File: src/hw/rtl/gbha_pkg.sv
`timescale 1ns / 1ps
// ---------------------------------------------------------------------------
// gbha_pkg: shared types and constants of the group-by aggregator
// field widths, aggregate kinds, status codes and per-cell control struct
// ---------------------------------------------------------------------------
package gbha_pkg;
	localparam int DEF_TABLE_SLOTS = 256;
	localparam int DEF_NUM_COLUMNS = 4;
	localparam int DEF_VALUE_BITS  = 32;
	localparam int KEY_BITS  = 32;
	localparam int OUT_BITS  = 32;
	localparam int KIND_BITS = 3;
	localparam int CFG_BITS  = 3;
	localparam int CFG_IDX_BITS = 3;
	localparam int MAX_COLS  = 4;

	localparam logic [2:0] KIND_COUNT_STAR = 3'd0;
	localparam logic [2:0] KIND_COUNT      = 3'd1;
	localparam logic [2:0] KIND_SUM        = 3'd2;
	localparam logic [2:0] KIND_MIN        = 3'd3;
	localparam logic [2:0] KIND_MAX        = 3'd4;
	localparam logic [2:0] KIND_AVG        = 3'd5;

	localparam logic [1:0] MODE_INSERT = 2'd0;
	localparam logic [1:0] MODE_READ   = 2'd1;
	localparam logic [1:0] MODE_CLEAR  = 2'd2;

	localparam logic [1:0] ST_OK    = 2'd0;
	localparam logic [1:0] ST_FULL  = 2'd1;
	localparam logic [1:0] ST_GROUP = 2'd2;
	localparam logic [1:0] ST_NONE  = 2'd3;

	localparam logic [2:0] CFG_KIND0 = 3'd0;
	localparam logic [2:0] CFG_COLS  = 3'd4;

	// command broadcast down the cell chain
	typedef struct packed {
		logic                do_insert;  // start or combine at matching cell
		logic                do_clear;
		logic                do_read;    // read first used cell at or after cursor
	} cell_cmd_t;

	// per-column result of one cell
	typedef struct packed {
		logic [OUT_BITS-1:0] val;
		logic                nul;
	} col_out_t;
endpackage

File: src/hw/rtl/gbha_cell.sv
`timescale 1ns / 1ps
// ---------------------------------------------------------------------------
// gbha_cell: one table slot with its key and per-column running state
// matches its key, ripples free and cursor priority, combines in place
// ---------------------------------------------------------------------------
module gbha_cell #(
	parameter int NUM_COLUMNS = 4,
	parameter int VALUE_BITS  = 32
) (
	input  logic                         clk,
	input  logic                         arst_n,
	input  gbha_pkg::cell_cmd_t          cmd,
	input  logic [31:0]                  key,
	input  logic [NUM_COLUMNS-1:0][VALUE_BITS-1:0] vals,
	input  logic [NUM_COLUMNS-1:0]       nulls,
	input  logic [NUM_COLUMNS-1:0][2:0]  kinds,
	input  logic [NUM_COLUMNS-1:0]       act,
	input  logic                         any_hit,    // some cell holds the key
	input  logic                         free_in,    // a free cell sits before
	output logic                         free_out,
	input  logic                         at_cursor,  // this cell is at or past the cursor
	input  logic                         read_in,    // a used cell already picked
	output logic                         read_out,
	output logic                         hit,
	output logic                         pick,       // this cell chosen for the read
	output logic [31:0]                  key_q_o,
	output logic [NUM_COLUMNS-1:0][VALUE_BITS-1:0] val_o,
	output logic [NUM_COLUMNS-1:0]       nul_o,
	output logic [NUM_COLUMNS-1:0][VALUE_BITS-1:0] cnt_o
);
	import gbha_pkg::*;
	logic used_q;
	logic [31:0] key_q;
	logic [NUM_COLUMNS-1:0][VALUE_BITS-1:0] val_q, cnt_q;
	logic [NUM_COLUMNS-1:0] nul_q;
	logic take;

	assign hit      = used_q && (key_q == key);
	assign take     = !used_q && !free_in && !any_hit;
	assign free_out = free_in || !used_q;
	assign pick     = used_q && at_cursor && !read_in;
	assign read_out = read_in || (used_q && at_cursor);
	assign key_q_o  = key_q;
	assign val_o    = val_q;
	assign nul_o    = nul_q;
	assign cnt_o    = cnt_q;

	always_ff @(posedge clk or negedge arst_n) begin
		if (!arst_n) begin
			used_q <= 1'b0;
		end else if (cmd.do_clear) begin
			used_q <= 1'b0;
		end else if (cmd.do_insert && take) begin
			used_q <= 1'b1;
		end
	end

	always_ff @(posedge clk) begin
		if (cmd.do_insert && take) begin
			key_q <= key;
			for (int c = 0; c < NUM_COLUMNS; c++) begin
				val_q[c] <= '0;
				nul_q[c] <= 1'b1;
				cnt_q[c] <= '0;
				if (act[c]) begin
					case (kinds[c])
						KIND_COUNT_STAR: begin
							val_q[c] <= VALUE_BITS'(1);
							nul_q[c] <= 1'b0;
						end
						KIND_COUNT: begin
							val_q[c] <= VALUE_BITS'(!nulls[c]);
							nul_q[c] <= 1'b0;
						end
						KIND_SUM, KIND_MIN, KIND_MAX, KIND_AVG: begin
							if (!nulls[c]) begin
								val_q[c] <= vals[c];
								nul_q[c] <= 1'b0;
								cnt_q[c] <= VALUE_BITS'(1);
							end
						end
						default: ;
					endcase
				end
			end
		end else if (cmd.do_insert && hit) begin
			for (int c = 0; c < NUM_COLUMNS; c++) begin
				if (act[c]) begin
					case (kinds[c])
						KIND_COUNT_STAR: begin
							val_q[c] <= val_q[c] + 1'b1;
							nul_q[c] <= 1'b0;
						end
						KIND_COUNT: begin
							if (!nulls[c]) val_q[c] <= val_q[c] + 1'b1;
							nul_q[c] <= 1'b0;
						end
						KIND_SUM, KIND_MIN, KIND_MAX, KIND_AVG: begin
							if (!nulls[c]) begin
								if (nul_q[c]) begin
									val_q[c] <= vals[c];
									nul_q[c] <= 1'b0;
									if (kinds[c] == KIND_AVG) cnt_q[c] <= VALUE_BITS'(1);
								end else if (kinds[c] == KIND_SUM) begin
									val_q[c] <= val_q[c] + vals[c];
								end else if (kinds[c] == KIND_AVG) begin
									val_q[c] <= val_q[c] + vals[c];
									cnt_q[c] <= cnt_q[c] + 1'b1;
								end else if (kinds[c] == KIND_MIN) begin
									if ($signed(vals[c]) < $signed(val_q[c]))
										val_q[c] <= vals[c];
								end else begin
									if ($signed(vals[c]) > $signed(val_q[c]))
										val_q[c] <= vals[c];
								end
							end
						end
						default: ;
					endcase
				end
			end
		end
	end
endmodule

File: config.mk
export PLATFORM = sky130hd
export DESIGN_NAME = gbha_cell
export DESIGN_NICKNAME = d
export VERILOG_FILES = /design/src/hw/rtl/gbha_pkg.sv /design/src/hw/rtl/gbha_cell.sv
export SDC_FILE = /design/constraint.sdc
export NUM_CORES = 1
export LEC_CHECK = 0
export ABC_AREA = 1
export BUFFER_PORTS_ARGS = -buffer_cell sky130_fd_sc_hd__buf_2
export CORE_MARGIN = 3
export CORE_UTILIZATION = 45
export DETAILED_ROUTE_END_ITERATION = 10
export PLACE_DENSITY = 0.72
export SYNTH_ARGS = -nofsm -noshare
export SYNTH_HDL_FRONTEND = slang
export SYNTH_SLANG_ARGS = --single-unit
File: constraint.sdc
create_clock -name clk -period 4.4 [get_ports clk]
set_input_delay 0.44 -clock clk [delete_from_list [all_inputs] [get_ports clk]]
set_output_delay 0.44 -clock clk [all_outputs]
set_load 0.05 [all_outputs]
* After elaboration in Yosys (flattened, before gate mapping) *
Index checks and enable logic that the tools add are counted.

operators by class
  add/sub/neg operators = 12
  order comparisons = 8
  equality and inequality tests = 45
  mux-type cells = 124
  reduce and logical (&&, ||, !) cells = 63

operators by type and width
  operator               number
  $mux 32                72
  $pmux 32 s3            8
  $mux 128               4
  $add 32x1->32 const B  8
  $add 32x32->32         4
  $gt 32x32->1           4
  $lt 32x32->1           4
  $ne 7x7->1 const B     8
  $ne 3x3->1 const B     12
  $eq 32x32->1           1
  $mux 1                 30
  $reduce_and 7->1       4
  $reduce_bool 2->1      14
  $eq 3x2->1 const B     8
  $eq 3x3->1 const B     8
  $reduce_and 6->1       4
  $pmux 1 s2             8
  $reduce_and 4->1       4
  $reduce_bool 4->1      4
  $reduce_or 4->1        4
  $eq 3x1->1 const B     4
  $logic_not 3->1        4
  $reduce_bool 3->1      4
  $logic_not 1->1        8
  other kinds (5)        19

storage, ports and cells
  register bits = 293
  input port bits = 189
  output and inout bits = 296
  word-level logic and storage cells = 266

* Logic depth before layout (Yosys ltp) *
  depth in word-level cells = 11
  mapped depth = 19
  mapped depth without buffers = 19

* Least setup slack after synthesis *
OpenSTA, ideal clock, no wires.

  path kind = reg2reg
  start point = register key_q[11], in the netlist key_q_o[11]
  end point = register cnt_q (netlist bit cnt_o[32]), enable pin
  arrival = 3.834 ns
  path slack = 0.096 ns
  cell stages (with the launch flop) = 11
  path buffers = 0
  period minus slack after synthesis = 4.304 ns
  cell sequence = edfxtp_1 > inv_1 > nand2_1 > nand2_1 > nor3_1 > nand2_1 > nor2_1 > nand2_1 > nor2_1 > nand3_1 > o31ai_1

on the way
  cells in the longest elaborated chain, start to end = 5

RTL lines
  what                                RTL line          text
  start, declared                     gbha_cell.sv:33   logic [31:0] key_q;
  start signal, assigned              gbha_cell.sv:60   key_q <= key;
  $eq 32x32->1                        gbha_cell.sv:38   assign hit = used_q && (key_q == key);
  $logic_and 1x1->1                   gbha_cell.sv:38
  $logic_and 1x1->1                   gbha_cell.sv:86   end else if (cmd.do_insert && hit) begin
  $reduce_bool 2->1 (no source line)  -
  $reduce_and 6->1 (no source line)   -
  end signal, assigned by index       gbha_cell.sv:108  cnt_q[c] <= cnt_q[c] + 1'b1;
  end, declared                       gbha_cell.sv:34   logic [NUM_COLUMNS-1:0][VALUE_BITS-1:0] val_q, cnt_q;

No other way between the ends.
A chain may end at the register's enable or synchronous reset.

* Worst setup path in the final report *
  start point = register val_q (netlist bit val_o[125])
  end point = register val_q (netlist bit val_o[119]), enable pin

on the way
  cells in the longest elaborated chain, start to end = 3
  elaborated cells between the ends (all ways) = 5

RTL lines
  what                                          RTL line                            text
  start, declared                               gbha_cell.sv:34
  start signal, assigned by index               gbha_cell.sv:72                     val_q[c] <= VALUE_BITS'(!nulls[c]);
  start signal, assigned by index               gbha_cell.sv:77                     val_q[c] <= vals[c];
  start signal, assigned by index               gbha_cell.sv:91                     val_q[c] <= val_q[c] + 1'b1;
  $lt 32x32->1 or $gt 32x32->1 (tied branches)  gbha_cell.sv:110, gbha_cell.sv:113
  $ne 7x7->1 (no source line)                   -
  $reduce_and 7->1 (no source line) (*)         -

Every way passes the cells marked *; elsewhere a longest branch is shown, timed or not.

==> run metrics <==
status=completed; Worst Setup EP=val_o[119]; minimum clock period=3.28 ns; CP Max Fanout=32; P&R area growth vs syn=13.9%; crit-path most repeated cell=nand2_1; critical path depth in cells=13; vias in the first global route=33.8k; Reg-to-Reg End=val_o[119]; RSZ-0062 raised after global routing=false; CP delay by family, top=simple AND/OR/NAND/NOR gates; CTS root buffer=clkbuf_16; layout cell share with drive strength beyond 1=0.121; CP Buf/Inv Count=3; Final HPWL DP=97400 um; Residual DRC=0; overall global routing resource usage=0.301; Initial Util=0.457; syn_area_per_cell=6.32 um2; # setup viols final=0; row cnt=99; R2R Path Start=val_o[125]; clock skew=0.0322 ns; Post-synth EDFFs=292; Detailed Route WL=122000 um; H-tree Lvls=2; post-CTS sizing=0; core box area=0.0733 mm2; WL per Instance=18.0 um; total power=8.50 mW; CP cell instances=inv_1, ha_1, inv_1, nor3_1, nand2_1, nor2_1, nand2_1, nand2_1, nand2_1, nand2_1, a21oi_1, nor2_2, buf_4; worst skew pair latency=0.59 ns; largest net degree at the start of global routing=63; Boundary Pins=485; Clock transition at path regs=0.05 ns; placed insts=6673; Clock Sink Count=293; Vias/cell=5.40; Die Y=279 um; Worst Hold Class=input pin to flip-flop; drt first-iter violations=3300; gpl congestion=1.02; R2R setup slack=1.12 ns; most frequent cell after synthesis=nand2_1; Worst setup startpoint=val_o[125]; Synth area leaders=edfxtp_1 26%, nand2_1 18%, ha_1 9.7%; Syn Nets=5749; Yosys top cell by area=edfxtp_1; Setup crit end kind=flip-flop; Yosys warnings=0; via count=36.5k; CP peak stage delay=0.44 ns; slowest stage cell on the critical path=edfxtp_1; Max-Cap Viols=0; Synth Instances=5296; PwrDens=223 mW/mm2; Final Hold Fails=0; period utilization=0.745; Seq/Total Area, Yosys=0.263; Die W=279 um; Cell variety after synth=61; nets@finish=6211; Post-synth top cells=1578 x nand2_1, 834 x inv_1, 585 x nor2_1; non-filler instance count after layout=6761; drt pass-1 iters=6; number of port buffers=483; worst path required time=4.62 ns; ANT nets after route=0; Top FF cell, synth=edfxtp_1; type of origin of the critical path=flip-flop; CTS tree=done; die area=0.0777 mm2; Leakage=19.0 nW; Synth Cell Area=0.0335 mm2; Slew @ Worst Pin=1.08 ns; synthesized flop and latch total=293; Pins Over Slew Limit=0; ys async rst share=0.00341; cts bufs inserted=40; GRT Residual Overflow=0; top cell type's share of synthesized area=0.262; CTS Buffer Depth=3; cell depth of the worst flop-to-flop path=13; hold buffer count at cts=2; initial antenna violation count=27; worst path arrival time=3.50 ns; Max Clock Freq=0.305 GHz; Fin Setup TNS=0 ns; peak supply drop=278 uV; number of setup buffers added after CTS=0; worst setup path class=flip-flop to flip-flop; global-route wire length before repair=188000 um; slew margin rel.=0.279
==> through the flow <==
stage               hold WS, ns  instance area, um2  setup slack, ns   util
floorplan                 0.144               33500           0.0960      -
global placement          0.214               36900             1.12  0.503
detailed placement        0.218               36900             1.10  0.503
CTS                      0.0214               38100             1.19  0.519
global route             0.0377               38100            0.855  0.520
finish                   0.0655               38100             1.12  0.520
==> cell usage in the layout (no fill, tap or decap), types with 26 or more instances in the layout <==
cell,instances
buf_2,483
nor3_1,197
o21ai_0,268
inv_1,834
nand3_1,275
o211ai_1,26
nor4_1,30
clkbuf_16,41
nand4_1,89
inv_2,31
o21bai_1,26
ha_1,260
xnor2_1,27
nor2_1,581
xor2_1,109
a21oi_1,324
o21ai_1,47
edfxtp_1,292
nand2_1,1578
==> final cells by class <==
type,count,area (um2)
antenna,22,55.1
clock buffer,50,1060
clock inverter,14,105
fill,7578,35200
inverter,873,3290
multi-input combinational,4043,21000
sequential,293,8790
tap,959,1200
timing repair buffer,507,2600
==> registers in the layout (all words and copies together), names as in the netlist <==
signal,flops
val_o,128
cnt_o,128
nul_o,4
used_q,1
key_q_o,32
==> how the worst min path moves through the flow <==
| stage | cells past startpoint | end | startpoint |
|---|---|---|---|
| 6_report | 1 | key_q_o[21] | key[21] |
| 3_5_place_dp | 1 | used_q | arst_n |
| 4_1_cts | 1 | key_q_o[21] | key[21] |
| 3_3_place_gp | 1 | used_q | arst_n |
| 5_1_grt | 1 | key_q_o[21] | key[21] |
| 2_1_floorplan | 0 | used_q | arst_n |
==> kinds of logic after synthesis <==
group / count (synthesis) / synth area share
AO/OA/AOI/OAI: 755 / 0.121
XOR/XNOR: 136 / 0.0356
adder cells (fa/ha/maj): 264 / 0.0996
buffers and inverters: 960 / 0.111
flip-flops: 293 / 0.263
AND/OR/NAND/NOR: 2888 / 0.370
==> layer usage <==
layer | vias to the layer above | part of all wire | global-route usage
met5 | - | 0.00094 | 0
met4 | 18 | 0.032 | 0.0964
met3 | 230 | 0.097 | 0.0676
met2 | 1553 | 0.45 | 0.490
met1 | 16600 | 0.42 | 0.396
li1 | 18100 | - | -
==> power breakdown <==
| group | switching, mW | leakage [nW] | internal, mW |
|---|---|---|---|
| clock | 1.38 | 0.570 | 1.71 |
| combinational | 1.50 | 15.8 | 0.653 |
| sequential | 0.0852 | 2.70 | 3.17 |
| total | 2.97 | 19.0 | 5.53 |
(Power assumes the default switching activity.)
