<file path="config.mk">
export PLATFORM = sky130hd
export DESIGN_NAME = gbha_divider
export DESIGN_NICKNAME = d
export VERILOG_FILES = /design/src/hw/rtl/gbha_divider.sv
export SDC_FILE = /design/constraint.sdc
export NUM_CORES = 1
export LEC_CHECK = 0
export ABC_CLOCK_PERIOD_IN_PS = 7830
export BUFFER_PORTS_ARGS = -buffer_cell sky130_fd_sc_hd__buf_4
export CAP_MARGIN = 20
export CORE_ASPECT_RATIO = 0.5
export CORE_MARGIN = 2
export CORE_UTILIZATION = 50
export CTS_CLUSTER_DIAMETER = 100
export DETAILED_ROUTE_END_ITERATION = 12
export PLACE_DENSITY = 0.82
export SLEW_MARGIN = 40
export SYNTH_ARGS = -nofsm -noshare
export SYNTH_HDL_FRONTEND = slang
export SYNTH_SLANG_ARGS = --single-unit
</file>
<file path="constraint.sdc">
create_clock -name clk -period 7.83 [get_ports clk]
set_input_delay 0.3915 -clock clk [delete_from_list [all_inputs] [get_ports clk]]
set_output_delay 0.3915 -clock clk [all_outputs]
set_load 0.005 [all_outputs]
</file>
<file path="src/hw/rtl/gbha_divider.sv">
`timescale 1ns / 1ps
// ---------------------------------------------------------------------------
// gbha_divider: restoring signed divider, one quotient bit a cycle
// truncates toward zero, used for the avg result
// ---------------------------------------------------------------------------
module gbha_divider #(
	parameter int W = 32
) (
	input  logic         clk,
	input  logic         arst_n,
	input  logic         start,
	input  logic [W-1:0] dividend,   // signed
	input  logic [W-1:0] divisor,    // unsigned, nonzero
	output logic         busy,
	output logic [W-1:0] quotient
);
	localparam int CW = $clog2(W + 1);
	logic [W-1:0] rem_q, quo_q, div_q;
	logic         neg_q;
	logic [CW-1:0] cnt_q;
	logic [W:0]   trial;
	logic [W-1:0] mag;

	assign mag   = dividend[W-1] ? (~dividend + 1'b1) : dividend;
	assign trial = {rem_q, quo_q[W-1]} - {1'b0, div_q};
	assign busy  = (cnt_q != '0);
	assign quotient = neg_q ? (~quo_q + 1'b1) : quo_q;

	always_ff @(posedge clk or negedge arst_n) begin
		if (!arst_n) begin
			cnt_q <= '0;
		end else if (start) begin
			cnt_q <= CW'(W);
		end else if (busy) begin
			cnt_q <= cnt_q - 1'b1;
		end
	end

	always_ff @(posedge clk) begin
		if (start) begin
			rem_q <= '0;
			quo_q <= mag;
			div_q <= divisor;
			neg_q <= dividend[W-1];
		end else if (busy) begin
			if (!trial[W]) begin
				rem_q <= trial[W-1:0];
				quo_q <= {quo_q[W-2:0], 1'b1};
			end else begin
				rem_q <= {rem_q[W-2:0], quo_q[W-1]};
				quo_q <= {quo_q[W-2:0], 1'b0};
			end
		end
	end
endmodule

</file>
Word-level counts from Yosys, hierarchy flattened

Cells that the tools add are included.

Bitwise gates (word level): 2
Muxes and demuxes: 8
Add/subtract/negate cells: 4
Reductions and logical operators: 2

Operators with widths:

| kind                  | count |
|---|---|
| $mux 32               | 5 |
| $add 32x1->32 const B | 2 |
| $not 32->32           | 2 |
| $sub 33x32->33        | 1 |
| $mux 6                | 2 |
| $reduce_bool 6->1     | 1 |
| $sub 6x1->6 const B   | 1 |
| $reduce_bool 2->1     | 1 |
| $mux 1                | 1 |

Bits in registers: 103
Output and inout port bits: 33
Input port bits: 67

Longest topological paths before layout

Gate-level depths: netlist (run 1).

Word-level depth: 4
Gate-level depth with buffers: 13
Mapped depth without buffers: 12

Worst setup path before layout (run 1)

No wires, ideal clock.

Path kind: input-to-reg
Start point: input port dividend[12]
End point: register quo_q[30] (data pin)
Stages on the path: 8
Path slack: 4.652 ns
Required time: 7.560 ns
Path buffers: 0
Library setup time: 0.270 ns
Data arrival time: 2.908 ns
Path through: or4_1 -> or3_4 -> or4_4 -> or3_4 -> or3_4 -> o41ai_2 -> xor2_1 -> a21oi_1

Cells in the longest elaborated chain, start to end: 4

RTL lines:

| item                   | line | RTL |
|---|---|---|
| start: declaration     | 12   | `input logic [W-1:0] dividend,` |
| $not 32->32            | 24   | `assign mag = dividend[W-1] ? (~dividend + 1'b1) : dividend;` |
| $add 32x1->32          | 24   |  |
| $mux 32                | 24   |  |
| $mux 32                | 40   | `if (start) begin` |
| end signal: assignment | 42   | `quo_q <= mag;` |
| end signal: assignment | 48   | `quo_q <= {quo_q[W-2:0], 1'b1};` |
| end signal: assignment | 51   | `quo_q <= {quo_q[W-2:0], 1'b0};` |
| end: declaration       | 18   | `logic [W-1:0] rem_q, quo_q, div_q;` |

No other way between the ends.
A chain may end at the register's enable or synchronous reset.

Worst setup path after layout (run 1)

Start point: register quo_q[31]
End point: register rem_q[0]

Cells in the longest elaborated chain, start to end: 2

RTL lines:

| item                   | line | RTL |
|---|---|---|
| $sub 33x32->33         | 25   | `assign trial = {rem_q, quo_q[W-1]} - {1'b0, div_q};` |
| $mux 32 *              | 46   | `if (!trial[W]) begin` |
| end signal: assignment | 47   | `rem_q <= trial[W-1:0];` |
| end signal: assignment | 50   | `rem_q <= {rem_q[W-2:0], quo_q[W-1]};` |
| end: declaration       | 18   |  |

Every way passes the cells marked *; elsewhere a longest branch is shown, timed or not.

==> metrics.txt, run 1 <==
ANT cells 0; Final Hold Viols 0; RePlAce Congestion 0.871; worst hold path depth 1; Worst-Margin Slew roughly 830 ps; CP max-delay cell xnor2_4; Resize count post-CTS 0; via count between 5000 and 6000; count leader, synth nor2_1; crit path kind register to register; Routed WL per cell 15.0 um; area of the multi-input gates around 4000 um2; die footprint between 10000 and 15000 um2; Worst Path Max Fanout 18; crit-path leading delay family compound AO/OA/AOI/OAI gates; startpoint of the worst hold path divisor[12]; Clock Skew between 9 and 10 ps; Post-CTS Hold Fix Bufs 1; Fin Hold WS between 200 and 250 ps; Avg Cell Area, Syn 9.19 um2; Finish-stage setup viols 0; Period Utilization, post-route approximately 49%; GRT overflow 0; Critical Path Max Stage Delay approximately 600 ps; hold worst-path end div_q[12]; H-tree Lvls 3; # rows 30; critical-path cell list inv_1 -> ha_1 -> fa_1 -> nand2b_1 -> a21oi_1 -> o21ai_0 -> a21oi_1 -> o21ai_0 -> nor3b_2 -> xnor2_4 -> buf_4 -> mux2_2 -> a211oi_1; Main synth FF type edfxtp_1; Cell variety after synth 58; initial antenna violation count 0; Post-synth EDFFs 65; area of the core between 10000 and 15000 um2; Die Y 87.6 um; clock root cell clkbuf_16; initial core utilization between 50% and 60%; Clock Latency Late Sink approximately 340 ps; Synth Instances 760; gr usage total around 21%; drt pass-1 iters 4; CP Buf/Inv Count 2; layout cell share with drive strength beyond 1 15.5%; remaining antenna violation count 0; setup slack, reg-to-reg 3980 ps; Yosys top cell area share between 20% and 30%; CTS sink cnt 103; Top Ports 100; Max Cap Viol 0; RSZ-0062 raised after global routing no; FF-to-FF End rem_q[0]; largest net degree at the start of global routing just over 90; Post-CTS Setup Bufs 0; FF+latch area around 2700 um2; fin worst setup slack roughly 4000 ps; Via density roughly 5.7; part of the Yosys area used for sequential elements between 30% and 40%; fraction of registers with async set or reset after synthesis 5.83%; fin. max-slew vios 0; area grow syn2layout 17.0%; PwrDens approximately 260 nW/um2; CP Data Arrival Time roughly 4000 ps; max frequency around 260 MHz; Synth area leaders edfxtp_1 28%, dfxtp_1 9.2%, xnor2_1 6.9%; clock transition at the registers of the reported paths around 70 ps; VDD IR max 130 uV; Setup crit start kind register; max_slew headroom 44.6%; min Tclk post-route 3850 ps; outcome finished, final reports clean; DRT iter0 DRCs 412; syn_nets 863; Worst Path Required 8080 ps; CP Capture Type register; setup tns final 0 ps; Worst R2R Start quo_q[31]; cell area after synthesis 6990 um2; Power Total between 2 and 2.5 mW; first-pass GRT wire length about 25000 um; clk buf depth 2; vias in the first global route 5452; CTS tree yes; Static Leak ~3.4 nW; final net count ~940; Die Wd about 170 um; Post-synth top cells 86 x nor2_1, 66 x a21oi_1, 65 x edfxtp_1; Ys Warns 0; CTS Buf Count 9; flop and latch count out of synthesis between 100 and 150; pre-CTS WS roughly 3800 ps; Reg2Reg Depth 13; Buffers on Ports between 90 and 100; fill count between 1000 and 1500; post-DP HPWL roughly 11000 um; Worst Hold Class primary input to register; total wire length ~16000 um; area leader, netlist edfxtp_1; DRC viols 0
-- per-layer routing --
metal,GRT usage (%),wire [um],part of all wire [%],up-vias
met5,0,0,0,-
li1,-,-,-,2919
met3,4.20,768,4.9,27
met2,34.6,7050,45,164
met1,28.2,7490,48,2763
met4,5.16,210,1.4,0
-- how the worst max path moves through the flow --
stage,from,endpoint,cells past startpoint
6_report,quo_q[31],rem_q[0],13
5_1_grt,quo_q[31],rem_q[0],13
4_1_cts,quo_q[31],rem_q[0],13
3_5_place_dp,quo_q[31],rem_q[0],13
3_3_place_gp,quo_q[31],rem_q[0],13
2_1_floorplan,dividend[12],quo_q[30],8
-- flip-flops by register name (all words and copies together), names as in the netlist --
name and cells:
rem_q 32, div_q 32, cnt_q 6, neg_q 1, quo_q 32
-- metrics by stage --
stage	util, %	instances	area, um2
after floorplan	-	760	6990
after global placement	57.9	1018	7870
after detailed placement	58.1	1019	7890
after CTS	60.1	1036	8170
after global routing	60.2	1036	8180
final	60.2	1036	8180
-- layout make-up --
class	instances	area share (%)
Clock buffer	11	2.85
Clock inverter	5	0.428
Inverter	49	2.25
Multi-Input combinational cell	570	48.1
Sequential cell	103	33.5
Tap cell	192	2.94
Timing Repair Buffer	106	9.85
-- where the power goes --
part,total (mW),internal (mW),switching (mW)
clock,0.408,0.215,0.193
sequential,0.800,0.701,0.0992
combinational,0.922,0.438,0.484
-- cell families after synthesis --
kind of cell             Yosys count  synth area share, %
AO/OA/AOI/OAI                    204                 18.9
multiplexers                      32                 4.62
adder cells (fa/ha/maj)           36                 6.55
flip-flops                       103                 39.2
buffers and inverters             87                 4.78
AND/OR/NAND/NOR                  209                 14.8
XOR/XNOR                          89                 11.2
-- placed cells by master (no fill, tap or decap), types with 33 or more instances in the layout --
| cell type | n |
|---|---|
| a211oi_1 | 33 |
| a21oi_1 | 66 |
| buf_4 | 103 |
| edfxtp_1 | 65 |
| ha_1 | 35 |
| inv_1 | 48 |
| nand2_1 | 40 |
| nor2_1 | 86 |
| xnor2_1 | 54 |
| xor2_1 | 34 |
Note: power is estimated with default switching activity, not from simulation.
==> run 2, diff against run 1 <==
--- a/config.mk
+++ b/config.mk
@@ -5,7 +5,7 @@
 export SDC_FILE = /design/constraint.sdc
 export NUM_CORES = 1
 export LEC_CHECK = 0
-export ABC_CLOCK_PERIOD_IN_PS = 7830
+export ABC_CLOCK_PERIOD_IN_PS = 3550
 export BUFFER_PORTS_ARGS = -buffer_cell sky130_fd_sc_hd__buf_4
 export CAP_MARGIN = 20
 export CORE_ASPECT_RATIO = 0.5
==> constraint.sdc (replaced) <==
create_clock -name clk -period 3.55 [get_ports clk]
set_input_delay 0.1775 -clock clk [delete_from_list [all_inputs] [get_ports clk]]
set_output_delay 0.1775 -clock clk [all_outputs]
set_load 0.005 [all_outputs]
==> run 2 against run 1 <==
  * Final cell count grew 2.2%
  * Critical path depth shrank 5
  * Register-to-register slack lost 3700 ps
  * Die area is the same
  * Sequential power grew 120%
  * Via count grew 1.3%
  * Hold slack lost 210 ps
  * Wire length grew 1.8%
  * Non-clock buffer count grew 23
  * Clock power grew 140%
  * Clock skew shrank 1.2 ps
  * Total power grew 130%
  * Critical path type is now register to output port
  * Critical endpoint is now quotient[28]
  * Highest routed layer unchanged
==> metrics.txt, run 2 (synthesis results as in run 1) <==
outcome finished, final reports clean; Routed WL per cell 14.9 um (-0.38%); RSZ-0062 raised after global routing yes; layout cell share with drive strength beyond 1 17.1% (+1.5 points); most common cell after layout, fill and taps aside buf_4; fin worst setup slack 130 ps (-3850 ps); clock transition at the registers of the reported paths 70 ps (about the same); DRC viols 0 (unchanged); first-pass GRT wire length 25900 um (+2.1%); via count 5947 (+1.3%); Die Wd 171 um (unchanged); area of the core 13600 um2 (unchanged); Fin Hold WS 10.7 ps (-212 ps); ANT cells 0 (unchanged); setup tns final 0 ps (unchanged); CTS tree yes; Max Cap Viol 0 (unchanged); Die Y 87.6 um (unchanged); Buffers on Ports 99 (unchanged); final net count 965 (+2.4%); Setup crit start kind register; Static Leak 3.50 nW (+4.0%); PwrDens 574 nW/um2 (+120%); VDD IR max 402 uV (+210%); Final Hold Viols 0 (unchanged); CTS sink cnt 103 (unchanged); initial antenna violation count 0 (unchanged); max_slew headroom 66.5% (+22 points); Worst-Margin Slew 502 ps (-324 ps); fin. max-slew vios 0 (unchanged); Clock Latency Late Sink 340 ps (about the same); Via density 5.62 (-0.94%); setup slack, reg-to-reg 270 ps (-3710 ps); die footprint 15000 um2 (unchanged); CP Data Arrival Time 3240 ps (-850 ps); total wire length 15800 um (+1.8%); Final Core Density 62.2% (+2.0 points); DRT iter0 DRCs 575 (+40%); vias in the first global route 5603 (+2.8%); Period Utilization, post-route a little over nine tenths; RePlAce Congestion 0.849 (-2.5%); Worst Path Required 3370 ps (-4710 ps); drt pass-1 iters 5 (+1); Clock Skew 8.67 ps (-1.19 ps); CP Capture Type output port; Largest regs div_q (32), quo_q (32), rem_q (32); initial core utilization 51.4% (unchanged); GRT overflow 0 (unchanged); Worst Path Max Fanout 4 (-14); Worst Hold Class primary input to register; min Tclk post-route approximately 3400 ps; largest net degree at the start of global routing 51 (-45%); post-DP HPWL 11500 um (+1.9%); CTS Buf Count 9 (unchanged); gr usage total 21.1% (+0.32 points); # rows 30 (unchanged); Top Ports 100 (unchanged); max frequency 292 MHz; crit path kind register to output port; remaining antenna violation count 0 (unchanged); clock root cell clkbuf_16; clk buf depth 2 (unchanged); area grow syn2layout 20.9%; pre-CTS WS 138 ps (-3680 ps); most frequent cells in the layout 111 x buf_4, 86 x nor2_1, 66 x a21oi_1; Finish-stage setup viols 0 (unchanged); H-tree Lvls 3 (unchanged)
==> run 2: changes by cell type in the layout (fill, tap and decap cells not counted), sizes merged <==
cell and delta:
dlygate4sd3 +14, buf +9, bufinv +1, clkinvlp -1
==> run 2: power by group <==
group	leakage, nW	internal, mW	switching [mW]
clock network	0.136	0.548	0.435
logic	2.38	1.01	1.08
registers	0.986	1.55	0.224
==> run 2: final timing paths <==
check	start	to	depth (start not counted)
hold reg to reg	rem_q[4]	rem_q[4]	2
max in group asynchronous	arst_n	cnt_q[0]	2
setup reg to reg	quo_q[31]	rem_q[21]	13
min in group asynchronous	arst_n	cnt_q[4]	2
setup / recovery	quo_q[12]	quotient[28]	8
hold / removal	divisor[5]	div_q[5]	1
==> run 2: final cells by class <==
| class | instances | area, um2 |
|---|---|---|
| fill | 1166 | 5140 |
| multi-input combinational | 570 | 3960 |
| sequential | 103 | 2740 |
| timing repair buffer | 129 | 1030 |
| tap | 192 | 240 |
| clock buffer | 11 | 233 |
| inverter | 49 | 184 |
| clock inverter | 5 | 58.8 |
==> run 2: per-stage QoR <==
stage | total power [mW] | area, um2 | cells
3_5_place_dp | 3.83 | 7920 | 1022
3_3_place_gp | 3.74 | 7920 | 1022
2_1_floorplan | 3.21 | 6990 | 760
6_report | 4.85 | 8450 | 1059
5_1_grt | 5.19 | 8450 | 1059
4_1_cts | 4.84 | 8300 | 1046
==> run 2: critical path, stage by stage (launching register included) <==
cell and delay [ps]:
edfxtp_1 450, or4_4 570, or4_1 420, or2_2 310, or3_1 370, nand2b_1 230, o31ai_1 280, xnor2_1 150
buf_4 130
==> run 2: repair_timing <==
| item | in CTS | in global routing |
|---|---|---|
| pin swaps | 0 | 0 |
| buffers inserted | 0 | 5 |
| hold buffers | 8 | 7 |
| hold endpoints to repair | 13 | 7 |
| resized for setup | 1 | 8 |
| endpoints found under the setup margin | 1 | 39 |
==> run 2: metal layers <==
metal / global-route usage [%] / vias up / wire (um)
met3: 3.89 / 14 / 867
met1: 28.1 / 2765 / 7460
met5: 0 / - / 0
met2: 36.6 / 190 / 7360
met4: 4.16 / 0 / 112
li1: - / 2978 / -
==> run 3, diff against run 2 <==
--- a/config.mk
+++ b/config.mk
@@ -6,14 +6,14 @@
 export NUM_CORES = 1
 export LEC_CHECK = 0
 export ABC_CLOCK_PERIOD_IN_PS = 3550
-export BUFFER_PORTS_ARGS = -buffer_cell sky130_fd_sc_hd__buf_4
 export CAP_MARGIN = 20
 export CORE_ASPECT_RATIO = 0.5
 export CORE_MARGIN = 2
 export CORE_UTILIZATION = 50
 export CTS_CLUSTER_DIAMETER = 100
 export DETAILED_ROUTE_END_ITERATION = 12
-export PLACE_DENSITY = 0.82
+export DONT_BUFFER_PORTS = 1
+export PLACE_DENSITY = 0.69
 export SLEW_MARGIN = 40
 export SYNTH_ARGS = -nofsm -noshare
 export SYNTH_HDL_FRONTEND = slang
==> run 3 against run 2 <==
  * Final cell count down 8.3%
  * Highest routed layer unchanged
  * Total power down 4.7%
  * Wire length down 4.8%
  * Hold slack better by 47 ps
==> metrics.txt, run 3 (synthesis results as in run 1) <==
Die Wd 171 um (unchanged); Largest regs div_q (32), quo_q (32), rem_q (32); first-pass GRT wire length 24200 um (-6.6%); CTS Buf Count 9 (unchanged); crit path launch quo_q[13]; setup tns final 0 ps (unchanged); final net count 877 (-9.1%); total wire length 15000 um (-4.8%); Clock Latency Late Sink 350 ps (about the same); RePlAce Congestion 0.843 (-0.72%); area of the multi-input gates 3960 um2 (about the same); Reg2Reg Depth 13 (unchanged); vias in the first global route 5029 (-10%); clk buf depth 2 (unchanged); post-DP HPWL 10500 um (-8.7%); Setup crit start kind register; Worst Path Required 3370 ps (about the same); Routed WL per cell 15.5 um (+3.9%); Setup crit end quotient[31]; FF+latch area 2740 um2 (unchanged); CP Capture Type output port; drt pass-1 iters 5 (unchanged); most frequent cells in the layout 86 x nor2_1, 66 x a21oi_1, 65 x edfxtp_1; min Tclk post-route 3410 ps (-10.4 ps); GRT overflow 0 (unchanged); Top Ports 100 (unchanged); Buffers on Ports 0 (-100%); fin. max-slew vios 0 (unchanged); # rows 30 (unchanged); initial antenna violation count 0 (unchanged); setup slack, reg-to-reg 350 ps (+80 ps); most common cell after layout, fill and taps aside nor2_1; Final Hold Viols 0 (unchanged); fin area 7870 um2 (-6.9%); Final Core Density 57.9% (-4.3 points); ANT cells 0 (unchanged); Worst Path Max Fanout 5 (+1); area of the core 13600 um2 (unchanged); Clock Skew 8.41 ps (-0.267 ps); max_slew headroom 53.0% (-14 points); Worst-Margin Slew 700 ps (+198 ps); RSZ-0062 raised after global routing no; CTS tree yes; Period Utilization, post-route 96.0% (-0.29 points); Fin Hold WS 57.5 ps (+46.8 ps); clock transition at the registers of the reported paths 70 ps (about the same); max frequency 293 MHz (+0.31%); Post-CTS Setup Bufs 0 (unchanged); DRT iter0 DRCs 387 (-33%); PwrDens 587 nW/um2 (+2.4%); Power Total 4.62 mW (-4.7%); FF-to-FF End rem_q[24]; pre-CTS WS 115 ps (-23.5 ps); Max Cap Viol 0 (unchanged); VDD IR max 260 uV (-35%); placed cell area 7160 um2 (-9.6%); Die Y 87.6 um (unchanged); remaining antenna violation count 0 (unchanged); area grow syn2layout 12.6%; H-tree Lvls 3 (unchanged); CTS sink cnt 103 (unchanged); Worst Hold Class primary input to register; gr usage total 20.2% (-0.93 points); layout cell share with drive strength beyond 1 5.26% (-12 points); fin worst setup slack 141 ps (+10.4 ps); initial core utilization 51.4% (unchanged); fin cells 971 (-8.3%); crit path kind register to output port; Worst R2R Start quo_q[31]; DRC viols 0 (unchanged); Static Leak 3.08 nW (-12%); outcome finished, final reports clean; # placed instances 920 (-10%); CP Data Arrival Time 3230 ps (about the same); largest net degree at the start of global routing 72 (+41%); via count 5549 (-6.7%); die footprint 15000 um2 (unchanged); Via density 5.71 (+1.8%); Finish-stage setup viols 0 (unchanged); fill count 1211 (+3.9%); clock root cell clkbuf_16
run 3: worst min path at each step:
stage | startpoint | to | slack [ps] | cells past startpoint
floorplan | arst_n | cnt_q[0] | -120 | 0
global placement | arst_n | cnt_q[1] | -120 | 0
detailed placement | arst_n | cnt_q[1] | -120 | 0
CTS | start | rem_q[1] | 30 | 2
global route | start | rem_q[1] | 50 | 2
finish | start | rem_q[1] | 60 | 2
run 3: worst max-delay path, cell delays in order (launching register included):
cell,delay [ps]
edfxtp_1,440
or4_1,610
or4_1,430
or2_2,310
or3_4,420
inv_1,70
nand2_1,130
o31ai_4,260
xnor2_1,220
run 3: routing by layer:
layer	wire length [um]	share of wire [%]	track usage [%]
met3	886	5.9	4.74
met4	152	1.0	4.31
met5	0	0	0
met2	6630	44	32.8
met1	7380	49	27.8
run 3: timing repair:
item	CTS	global route
endpoints found under the hold margin	110	0
endpoints found under the setup margin	1	33
hold buffers	35	0
gates resized for setup	1	4
run 3: power by group:
group	leakage (nW)	switching, mW	internal [mW]
logic	1.95	0.988	0.825
registers	0.986	0.234	1.55
clock network	0.147	0.454	0.575
run 3: area by class of cell:
type                    count  share of cell area, %
repair buffers             41                   5.50
flip-flops and latches    103                   34.9
well taps                 192                   3.05
multi-input cells         570                   50.3
clock inverters             5                  0.811
clock buffers              11                   3.09
inverters                  49                   2.37
